$ cat src/hdl/spp_pkg.sv
// Shared constants and types for the stride prefetch predictor.
package spp_pkg;
	localparam int HistoryDepth = 16;
	localparam int HistAw = $clog2(HistoryDepth);
	localparam int FillW = $clog2(HistoryDepth + 1);
	localparam int PageSize = 4096;
	localparam int PageBits = $clog2(PageSize);
	localparam int MaxLookahead = 16;
	localparam int LaW = 5;
	localparam int CntW = FillW;
	localparam logic [63:0] PAGE_STRIDE = 64'(PageSize);
	localparam logic [LaW-1:0] LA_RESET = LaW'(4);

	localparam logic MODE_RECORD = 1'b0;
	localparam logic MODE_PREDICT = 1'b1;

	typedef struct packed {
		logic record;     // write address into ring
		logic start_sum;  // clear sum/count, start walk
		logic walk;       // read next entry and accumulate
		logic start_div;  // begin divider
		logic div_step;   // one quotient bit
		logic fin_stride; // sign fix and zero/empty handling
		logic emit;       // load output register with next prediction
	} spp_cmd_t;

	typedef struct packed {
		logic walk_done;
		logic div_done;
		logic emit_last;
		logic out_free;
		logic none;
	} spp_sts_t;
endpackage

$ cat src/hdl/spp_datapath.sv
// Datapath: history ring, delta accumulator, serial divider, output register.
module spp_datapath import spp_pkg::*; (
	input  logic            clk,
	input  logic            arst_n,
	input  spp_cmd_t        cmd,
	output spp_sts_t        sts,
	input  logic            in_mode,
	input  logic [63:0]     in_addr,
	input  logic            in_take,
	input  logic [LaW-1:0]  lookahead_q,
	output logic            out_valid,
	input  logic            out_ready,
	output logic [63:0]     out_addr,
	output logic            out_last
);
	logic [63:0] mem_q [HistoryDepth];
	logic [FillW-1:0] fill_q;
	logic [HistAw-1:0] oldest_q;
	logic [63:0] cur_q, prev_q, sum_q, rd_q, stride_q, next_q, rem_q, quo_q;
	logic [CntW-1:0] cnt_q, k_q;
	logic [6:0] bit_q;
	logic [LaW-1:0] n_q, i_q;
	logic neg_q, have_prev_q, rd_ok_q, mode_q;
	logic [HistAw-1:0] rd_idx;
	logic [63:0] delta, mag_sum, rem_sh;
	logic [64:0] trial;

	assign rd_idx = oldest_q + k_q[HistAw-1:0];
	assign delta = rd_q - prev_q;
	assign mag_sum = sum_q[63] ? (64'd0 - sum_q) : sum_q;
	assign rem_sh = {rem_q[62:0], mag_sum[bit_q[5:0]]};
	assign trial = {1'b0, rem_sh} - {{(65-CntW){1'b0}}, cnt_q};

	always_ff @(posedge clk or negedge arst_n) begin
		if (!arst_n) begin
			fill_q <= '0;
			oldest_q <= '0;
			out_valid <= 1'b0;
			rd_ok_q <= 1'b0;
		end else begin
			if (cmd.record) begin
				if (fill_q < FillW'(HistoryDepth)) fill_q <= fill_q + 1'b1;
				else oldest_q <= oldest_q + 1'b1;
			end
			rd_ok_q <= cmd.walk && (k_q < fill_q);
			if (cmd.emit) out_valid <= 1'b1;
			else if (out_valid && out_ready) out_valid <= 1'b0;
		end
	end

	always_ff @(posedge clk) begin
		if (cmd.record) begin
			if (fill_q < FillW'(HistoryDepth))
				mem_q[oldest_q + fill_q[HistAw-1:0]] <= cur_q;
			else mem_q[oldest_q] <= cur_q;
		end
		rd_q <= mem_q[rd_idx];
	end

	always_ff @(posedge clk) begin
		if (in_take) begin
			cur_q <= in_addr;
			mode_q <= in_mode;
			n_q <= (lookahead_q > LaW'(MaxLookahead)) ? LaW'(MaxLookahead) : lookahead_q;
		end
		if (cmd.start_sum) begin
			sum_q <= '0; cnt_q <= '0; k_q <= '0; have_prev_q <= 1'b0;
		end
		if (cmd.walk && k_q < fill_q) k_q <= k_q + 1'b1;
		if (rd_ok_q) begin
			// accumulate page-multiple deltas
			prev_q <= rd_q;
			have_prev_q <= 1'b1;
			if (have_prev_q && delta[PageBits-1:0] == '0) begin
				sum_q <= sum_q + delta;
				cnt_q <= cnt_q + 1'b1;
			end
		end
		if (cmd.start_div) begin
			rem_q <= '0; quo_q <= '0; bit_q <= 7'd63; neg_q <= sum_q[63];
		end
		if (cmd.div_step) begin
			if (!trial[64]) begin
				rem_q <= trial[63:0]; quo_q <= {quo_q[62:0], 1'b1};
			end else begin
				rem_q <= rem_sh; quo_q <= {quo_q[62:0], 1'b0};
			end
			bit_q <= bit_q - 1'b1;
		end
		if (cmd.fin_stride) begin
			if (fill_q < FillW'(2) || cnt_q == '0 || quo_q == '0) stride_q <= PAGE_STRIDE;
			else stride_q <= neg_q ? (64'd0 - quo_q) : quo_q;
			i_q <= '0;
			next_q <= cur_q;
		end
		if (cmd.emit) begin
			out_addr <= next_q + stride_q;
			next_q <= next_q + stride_q;
			out_last <= (i_q + 1'b1) == n_q;
			i_q <= i_q + 1'b1;
		end
	end

	// walk ends once every entry is read and the last one is folded in
	assign sts.walk_done = (k_q >= fill_q) && !rd_ok_q;
	assign sts.div_done = bit_q == 7'd0 || bit_q[6];
	assign sts.emit_last = (i_q + 1'b1) >= n_q;
	assign sts.out_free = !out_valid || out_ready;
	assign sts.none = (n_q == '0) || (mode_q == MODE_RECORD);
endmodule

$ cat src/hdl/spp_ctrl.sv
// Controller state machine sequencing record, walk, divide and emit.
module spp_ctrl import spp_pkg::*; (
	input  logic     clk,
	input  logic     arst_n,
	input  logic     in_take,
	input  logic     in_mode,
	input  spp_sts_t sts,
	output spp_cmd_t cmd,
	output logic     in_ready
);
	typedef enum logic [5:0] {
		S_IDLE = 6'b000001, S_REC = 6'b000010, S_WALK = 6'b000100,
		S_DIV = 6'b001000, S_FIN = 6'b010000, S_EMIT = 6'b100000
	} state_t;
	state_t state_q, state_d;

	always_comb begin
		cmd = '0;
		state_d = state_q;
		in_ready = 1'b0;
		case (state_q)
			S_IDLE: begin
				in_ready = 1'b1;
				if (in_take) begin
					if (in_mode == MODE_RECORD) state_d = S_REC;
					else begin
						cmd.start_sum = 1'b1;
						state_d = S_WALK;
					end
				end
			end
			S_REC: begin
				cmd.record = 1'b1;
				state_d = S_IDLE;
			end
			S_WALK: begin
				cmd.walk = 1'b1;
				if (sts.walk_done) begin
					cmd.walk = 1'b0;
					cmd.start_div = 1'b1;
					state_d = S_DIV;
				end
			end
			S_DIV: begin
				cmd.div_step = 1'b1;
				if (sts.div_done) state_d = S_FIN;
			end
			S_FIN: begin
				cmd.fin_stride = 1'b1;
				state_d = sts.none ? S_IDLE : S_EMIT;
			end
			S_EMIT: begin
				if (sts.out_free) begin
					cmd.emit = 1'b1;
					if (sts.emit_last) state_d = S_IDLE;
				end
			end
			default: state_d = S_IDLE;
		endcase
	end

	always_ff @(posedge clk or negedge arst_n) begin
		if (!arst_n) state_q <= S_IDLE;
		else state_q <= state_d;
	end
endmodule

$ cat src/hdl/stride_prefetch_predictor_unit.sv
// Top level of the stride prefetch predictor.
//  channel  | dir | data
//  s_axis   | in  | tdata = address[63:0], tuser = mode
//  m_axis   | out | tdata = predicted_address[63:0], tlast = last
//  cfg      | in  | lookahead[4:0]
// Record: the address is written into the history ring. Predict: a walk over the history entries,
// the bit-serial divider and a fixup state, then one word per cycle
// while the output is taken. Input is held off until the last word is loaded.
// Reset clears fill and slot; lookahead resets to 4. A stalled output holds its word.
module stride_prefetch_predictor_unit import spp_pkg::*; (
	input  logic        clk,
	input  logic        arst_n,
	input  logic        s_axis_tvalid,
	output logic        s_axis_tready,
	input  logic [63:0] s_axis_tdata, // address
	input  logic        s_axis_tuser, // mode
	output logic        m_axis_tvalid,
	input  logic        m_axis_tready,
	output logic [63:0] m_axis_tdata, // predicted_address
	output logic        m_axis_tlast,
	input  logic        cfg_we,
	input  logic [4:0]  cfg_wdata
);
	spp_cmd_t cmd;
	spp_sts_t sts;
	logic [LaW-1:0] lookahead_q;
	logic take;

	assign take = s_axis_tvalid && s_axis_tready;

	always_ff @(posedge clk or negedge arst_n) begin
		if (!arst_n) lookahead_q <= LA_RESET;
		else if (cfg_we) lookahead_q <= cfg_wdata;
	end

	spp_ctrl u_ctrl (.clk, .arst_n, .in_take(take), .in_mode(s_axis_tuser),
		.sts, .cmd, .in_ready(s_axis_tready));

	spp_datapath u_dp (.clk, .arst_n, .cmd, .sts, .in_mode(s_axis_tuser),
		.in_addr(s_axis_tdata), .in_take(take), .lookahead_q,
		.out_valid(m_axis_tvalid), .out_ready(m_axis_tready),
		.out_addr(m_axis_tdata), .out_last(m_axis_tlast));

	a_out_hold: assert property (@(posedge clk) disable iff (!arst_n)
		m_axis_tvalid && !m_axis_tready |=> m_axis_tvalid && $stable(m_axis_tdata))
		else $error("output word changed under stall");
	a_no_accept_busy: assert property (@(posedge clk) disable iff (!arst_n)
		take |=> !s_axis_tready)
		else $error("unexpected accept");
	a_rec_quiet: assert property (@(posedge clk) disable iff (!arst_n)
		take && !s_axis_tuser |=> !cmd.emit)
		else $error("record produced output");
endmodule

$ cat config.mk
export PLATFORM = sky130hd
export DESIGN_NAME = stride_prefetch_predictor_unit
export DESIGN_NICKNAME = d
export VERILOG_FILES = /design/src/hdl/spp_pkg.sv /design/src/hdl/spp_datapath.sv /design/src/hdl/spp_ctrl.sv /design/src/hdl/stride_prefetch_predictor_unit.sv
export SDC_FILE = /design/constraint.sdc
export NUM_CORES = 2
export LEC_CHECK = 0
export BUFFER_PORTS_ARGS = -buffer_cell sky130_fd_sc_hd__buf_2
export CAP_MARGIN = 20
export CORE_MARGIN = 2
export CORE_UTILIZATION = 45
export DETAILED_ROUTE_END_ITERATION = 8
export SLEW_MARGIN = 20
export SYNTH_ARGS = -nofsm -noshare
export SYNTH_HDL_FRONTEND = slang
export SYNTH_HIERARCHICAL = 1
export SYNTH_SLANG_ARGS = --single-unit
$ cat constraint.sdc
create_clock -name clk -period 17.3 [get_ports clk]
set_input_delay 1.73 -clock clk [delete_from_list [all_inputs] [get_ports clk]]
set_output_delay 1.73 -clock clk [all_outputs]
set_load 0.005 [all_outputs]
## After elaboration in Yosys (flattened, before gate mapping)

Memory sizes are Yosys's and may differ from the RTL's. A register that Yosys moved wholly into a read port is not among the register bits.
Index checks and enable logic that the tools add are counted.

- Mux-type cells: 53
- Bitwise logic cells: 2
- Reduce and logical (&&, ||, !) cells: 25
- Eq/ne operators: 12
- Magnitude comparators: 7
- $add $sub $neg: 14

Operators with widths:

| operator | number |
|---|---|
| two-way mux 64 bit | 10 |
| adder 64 bit | 2 |
| subtractor 1 x 64 -> 64 bit, first input constant | 2 |
| two-way mux 63 bit | 2 |
| subtractor 64 x 5 -> 65 bit | 1 |
| logical NOT 64 bit | 1 |
| OR reduction 64 bit | 1 |
| subtractor 64 bit | 1 |
| two-way mux 6 bit | 6 |
| two-way mux 5 bit | 7 |
| one-hot mux 6 bit (5 select lines) | 1 |
| adder 5 x 1 -> 5 bit, second input constant | 4 |
| two-way mux 1 bit | 20 |
| two-way mux 7 bit | 2 |
| logical NOT 12 bit | 1 |
| greater-or-equal comparator 5 bit | 2 |
| logical NOT 5 bit | 2 |
| inequality test 2 bit, second input constant | 5 |
| adder 4 bit | 2 |
| nonzero test 2 bit | 4 |
| logical NOT 7 bit | 1 |
| < comparator 6 x 7 -> 1 bit, second input constant | 1 |
| subtractor 7 x 1 -> 7 bit, second input constant | 1 |
| binary-select mux 1 bit (select 6 bit) | 1 |
| 21 further kinds | 33 |

- Register bits after elaboration: 564
- Word-level logic and storage cells: 137
- Bits in writable memories: 1024
- Input bits: 75
- Memories kept: 1

Memories:

| memory | words | bits a word | rd ports | clocked after memory_dff | wr ports | line | source |
|---|---|---|---|---|---|---|---|
| u_dp.mem_q | 16 | 64 | 1 | 1 | 1 | spp_datapath.sv:16 | `logic [63:0] mem_q [HistoryDepth];` |

## Logic depth before layout (Yosys ltp)

- Depth after elaboration: 8
- Mapped depth: 27

## Hierarchy

Netlist, hierarchy kept.

Modules (own cells, without submodules):

| module | instances | area an instance (um^2) | cells an instance |
|---|---|---|---|
| spp_datapath | 1 | 75506.2 | 5396 |
| spp_ctrl | 1 | 349.1 | 38 |
| stride_prefetch_predictor_unit | 1 | 188.9 | 11 |

## Worst setup path before layout

Ideal clock, no wire load.

- Path type: flip-flop to flip-flop
- From: register u_dp.sum_q[12]
- To: register u_dp.rem_q[27], data pin
- Stages on the path, launching flop included: 27
- Arrival time: 5.454 ns
- Buffers on the path: 2
- Library setup time: 0.255 ns
- Slack: 11.591 ns
- Data required time: 17.045 ns
- Cells stage by stage: dfxtp_1 > buf_6 > or4_4 > nor4_4 > nand4b_1 > buf_2 > nor3_4 > nand2_2 > o41ai_2 > xor2_1 > a221oi_1 > a21oi_1 > nand4_1 > nand2_1 > ha_1 > fa_1 > nor2b_1 > o21ai_0 > a21boi_0 > nand2b_1 > o211a_1 > nor2b_1 > nand2b_1 > or2_2 > nor4_1 > xor2_1 > and2_1

- Cells in the longest elaborated chain, start to end: 7

RTL lines:

| item | line | source |
|---|---|---|
| from (decl) | spp_datapath.sv:19 | `logic [63:0] cur_q, prev_q, sum_q, rd_q, stride_q, next_q, rem_q, quo_q;` |
| from (signal assigned) | spp_datapath.sv:75 | `sum_q <= sum_q + delta;` |
| subtractor 1 x 64 -> 64 bit | spp_datapath.sv:30 | `assign mag_sum = sum_q[63] ? (64'd0 - sum_q) : sum_q;` |
| two-way mux 64 bit * | spp_datapath.sv:30 |  |
| binary-select mux 1 bit (select 6 bit) * | spp_datapath.sv:31 | `assign rem_sh = {rem_q[62:0], mag_sum[bit_q[5:0]]};` |
| two-way mux 1 bit (implied by the code) * | spp_datapath.sv:31 |  |
| subtractor 64 x 5 -> 65 bit * | spp_datapath.sv:32 | `assign trial = {1'b0, rem_sh} - {{(65-CntW){1'b0}}, cnt_q};` |
| two-way mux 63 bit * | spp_datapath.sv:83 | `if (!trial[64]) begin` |
| two-way mux 63 bit * | spp_datapath.sv:82 | `if (cmd.div_step) begin` |
| to (signal assigned) | spp_datapath.sv:84 | `rem_q <= trial[63:0]; quo_q <= {quo_q[62:0], 1'b1};` |
| to (signal assigned) | spp_datapath.sv:86 | `rem_q <= rem_sh; quo_q <= {quo_q[62:0], 1'b0};` |
| to (decl) | spp_datapath.sv:19 |  |

Every way passes the cells marked *; elsewhere a longest branch is shown, timed or not. The select of a mux whose other input is x is not followed.
A chain may end at the register's enable or synchronous reset.

## Worst setup path after layout

- From: register u_dp.sum_q[12]
- To: register u_dp.rem_q[55], data pin

The elaborated chain is that of the path after synthesis.

==> metrics.md <==
| Metric | Value |
|---|---|
| Syn-to-layout area delta | `11.9%` |
| Setup TNS Final | `0 ns` |
| Length in cells of the worst reg-to-reg path | `24` |
| Synth Net Count | `5746` |
| Largest net degree at the start of global routing | `~110` |
| Drt wl/cell | `roughly 23 um` |
| Clock Skews | `between 0.03 and 0.04 ns` |
| CTS buffer count | `172` |
| R2R Path End | `u_dp/rem_q[55]` |
| Peak supply drop | `~110 uV` |
| Final design utilization | `0.508` |
| DRT Pass-1 Iters | `5` |
| Status | `complete, no violations` |
| Non-Filler Instances | `just under 8k` |
| P_leak | `~30 nW` |
| Final Cycle Share | `0.422` |
| Max-slew violation count | `0` |
| Hold path endpoint | `u_dp/prev_q[2]` |
| Kind of critical path | `reg2reg` |
| Root Driver | `clkbuf_16` |
| Design area | `85100 um^2` |
| Synthesized netlist cell count | `5445` |
| Synth Cell Area | `between 70000 and 80000 um^2` |
| Initial Utilization | `0.454` |
| First-pass GRT wire length | `280000 um` |
| Nets | `5884` |
| PD cells | `136 nW/um^2` |
| 1st-iter DRT viols | `3859` |
| Hold buffer count at CTS | `0` |
| Vias in the first global route | `between 40k and 50k` |
| CP max-delay cell | `or3_1` |
| Cell Area, Placed | `between 70000 and 80000 um^2` |
| Hold depth | `0` |
| Total wire length | `around 180000 um` |
| DP Cell Count | `about 7.6k` |
| Resize count post-CTS | `0` |
| Count of cell types in the netlist | `89` |
| Post-DR vias/cell | `between 5 and 6` |
| # port buffers | `141` |
| DRC Markers | `0` |
| Crit path max fanout | `12` |
| Clock transition at the registers of the reported paths | `approximately 0.06 ns` |
| Total congestion overflow | `0` |
| CP max stage delay | `0.64 ns` |
| Detailed placer's ending HPWL | `116000 um` |
| Critical Path AT | `7.88 ns` |
| Number of flops mapped to enable cells by yosys | `approximately 1.5k` |
| Required time worst endpoint | `between 15 and 20 ns` |
| Initial antenna violation count | `3` |
| Syn_area_per_cell | `approximately 14 um^2` |
| Overall routing resource usage | `0.212` |
| Die Ht | `between 400 and 500 um` |
| Clk sink count | `around 1.7k` |
| I/O Pins | `between 100 and 150` |
| Fill cells | `around 14k` |
| Critical Path Sink Type | `flop` |
| Register area share after synthesis | `0.633` |
| RSZ-0062 raised after global routing | `false` |
| CP delay by family, top | `simple AND/OR/NAND/NOR gates` |
| Total Power | `about 12 mW` |
| # H-tree levels | `4` |
| Rel. slew slack | `0.303` |
| Die width | `slightly above 400 um` |
| Setup violators final | `0` |
| Antenna viol nets, final | `0` |
| Gpl congestion | `around 0.89` |
| Peak Freq | `roughly 140 MHz` |
| Fraction of layout cells with a size suffix above 1 | `0.149` |
| Final hold violation count | `0` |
| Core region area | `roughly 170000 um^2` |
| Post-CTS setup repair buffer count | `0` |
| Fin crit period | `approximately 7.3 ns` |
| Reg-to-reg slack, setup | `between 9 and 10 ns` |
| Die area | `between 150000 and 200000 um^2` |
| Crit start category | `flop` |
| Routed via count | `46.3k` |
| Hold Path Origin | `u_dp/rd_q[2]` |
| Buf/Inv on CP | `0` |
| Crit path cell chain | `or4_4 > nor4_4 > nand4b_1 > or3_1 > o31ai_2 > xnor2_1 > o21ai_0 > a221oi_1 > a211oi_1 > nand4_1 > nand2_1 > ha_1 > fa_1 > nor2b_1 > o21ai_0 > a21boi_0 > nand2b_1 > nor2_1 > nand3b_1 > nor3_1 > nand2_1 > nor4_1 > xor2_1 > and2_1` |
| Ys Warns | `6` |
| Later-pin clock latency in the skew report | `~0.82 ns` |
| Max Cap Viol | `0` |
| CTS tree | `built` |
| Slew @ Worst Pin | `1.02 ns` |
| Synth Flop Type | `edfxtp_1` |
| Ys async rst share | `0.0133` |
| Maximum clock path buffer count | `3` |
| #FFs+latches synth | `roughly 1.7k` |
| Row count | `150` |
| RR Startpoint | `u_dp/sum_q[12]` |
| HP Class | `reg2reg` |
==> per-stage QoR <==
step                hold WS [ns]  worst slack, ns
floorplan                  0.406            11.59
global placement           0.416            10.08
detailed placement         0.421             9.93
CTS                        0.436             9.95
global route               0.449             9.37
finish                     0.439             10.0
==> worst reg2reg max path: cells and delay by family (launching register included) <==
kind | cells | cell delay, ns
XOR/XNOR | 2 | 0.25
AND/OR/NAND/NOR | 14 | 4.66
AO/OA/AOI/OAI | 6 | 1.17
adder cells (fa/ha/maj) | 2 | 0.62
flip-flops | 1 | 0.40
==> worst max-delay path by stage <==
stage	startpoint	end	slack, ns	depth (start not counted)
3_3_place_gp	u_dp/sum_q[12]	u_dp/rem_q[55]	10.08	24
5_1_grt	u_dp/sum_q[12]	u_dp/rem_q[55]	9.37	24
2_1_floorplan	u_dp/sum_q[12]	u_dp/rem_q[27]	11.59	26
4_1_cts	u_dp/sum_q[12]	u_dp/rem_q[55]	9.95	24
6_report	u_dp/sum_q[12]	u_dp/rem_q[55]	10.0	24
3_5_place_dp	u_dp/sum_q[12]	u_dp/rem_q[55]	9.93	24
==> cells in the final DEF, fill, tap and decap left out, types with 98 or more instances in the layout <==
cell type	instances
ha_1	219
dfxtp_1	133
buf_2	141
nand2_1	484
edfxtp_1	1496
clkbuf_16	175
and3_1	98
xnor2_1	170
inv_1	161
xor2_1	181
and2_1	128
a21oi_1	226
o21ai_0	245
mux4_2	256
nand3_1	131
a21o_1	140
nor2_1	228
==> cell usage after synthesis, drive strengths merged (16+ instances only) <==
cell type	number	area, um^2
edfxtp	1496	44900
nand2	485	1820
mux4	256	5770
o21ai	250	1250
nor2	244	916
a21oi	226	1130
ha	220	2750
clkbuf	200	751
xor2	183	1600
xnor2	172	1510
inv	164	616
a21o	140	1050
dfxtp	134	2680
nand3	131	656
and2	129	807
and3	99	619
a31oi	97	607
mux2	70	788
nor3	67	352
nand4	57	357
o31ai	50	390
buf	48	190
nor2b	43	269
nor4	39	272
or3	39	244
nand2b	35	219
o21bai	34	255
a211oi	28	215
or4	27	210
o21a	23	173
dfrtp	20	500
o41ai	19	174
a21boi	18	135
o211ai	16	120
==> state kept, by name, indices dropped and copies added (netlist names), 4 cells and up <==
signal	count
u_dp/mem_q	1024
u_dp/cur_q	64
u_dp/next_q	64
u_dp/out_addr	64
u_dp/prev_q	64
u_dp/quo_q	64
u_dp/rd_q	64
u_dp/stride_q	64
u_dp/sum_q	64
u_dp/rem_q	63
u_dp/bit_q	7
u_ctrl/state_q	6
lookahead_q	5
u_dp/cnt_q	5
u_dp/fill_q	5
u_dp/i_q	5
u_dp/k_q	5
u_dp/n_q	5
u_dp/oldest_q	4
==> layer usage <==
metal | part of all wire | wire length [um] | track usage
met2 | 0.48 | 88400 | 0.348
met3 | 0.052 | 9670 | 0.0294
met4 | 0.023 | 4180 | 0.0564
met5 | 0 | 0 | 0
met1 | 0.45 | 82600 | 0.298
==> cells by family (layout without fill, tap and decap cells) <==
logic type      count (synthesis)  in the layout  share of synthesized area
mux                           335            335                     0.0874
flops                        1652           1652                      0.633
simple gates                 1449           1449                     0.0943
other cells                     0              1                          0
compound gates               1015           1015                     0.0858
buf+inv                       413            693                     0.0205
fa+ha+maj                     226            226                     0.0378
xor+xnor                      355            355                     0.0409
==> where the power goes <==
group | switching [mW] | internal [mW]
registers | 0.393 | 4.75
logic | 1.63 | 1.06
clock network | 1.54 | 2.18
total | 3.57 | 7.99
==> area by class of cell <==
cell class	count	area, um^2	area share
flip-flops and latches	1652	48200	0.566
multi-input cells	3380	26500	0.312
clock buffers	230	4740	0.0557
well taps	2204	2760	0.0324
repair buffers	212	1270	0.0149
clock inverters	86	978	0.0115
inverters	165	621	0.00729
diodes	1	2.50	0.0000294
Power figures use the tool's default switching activity.
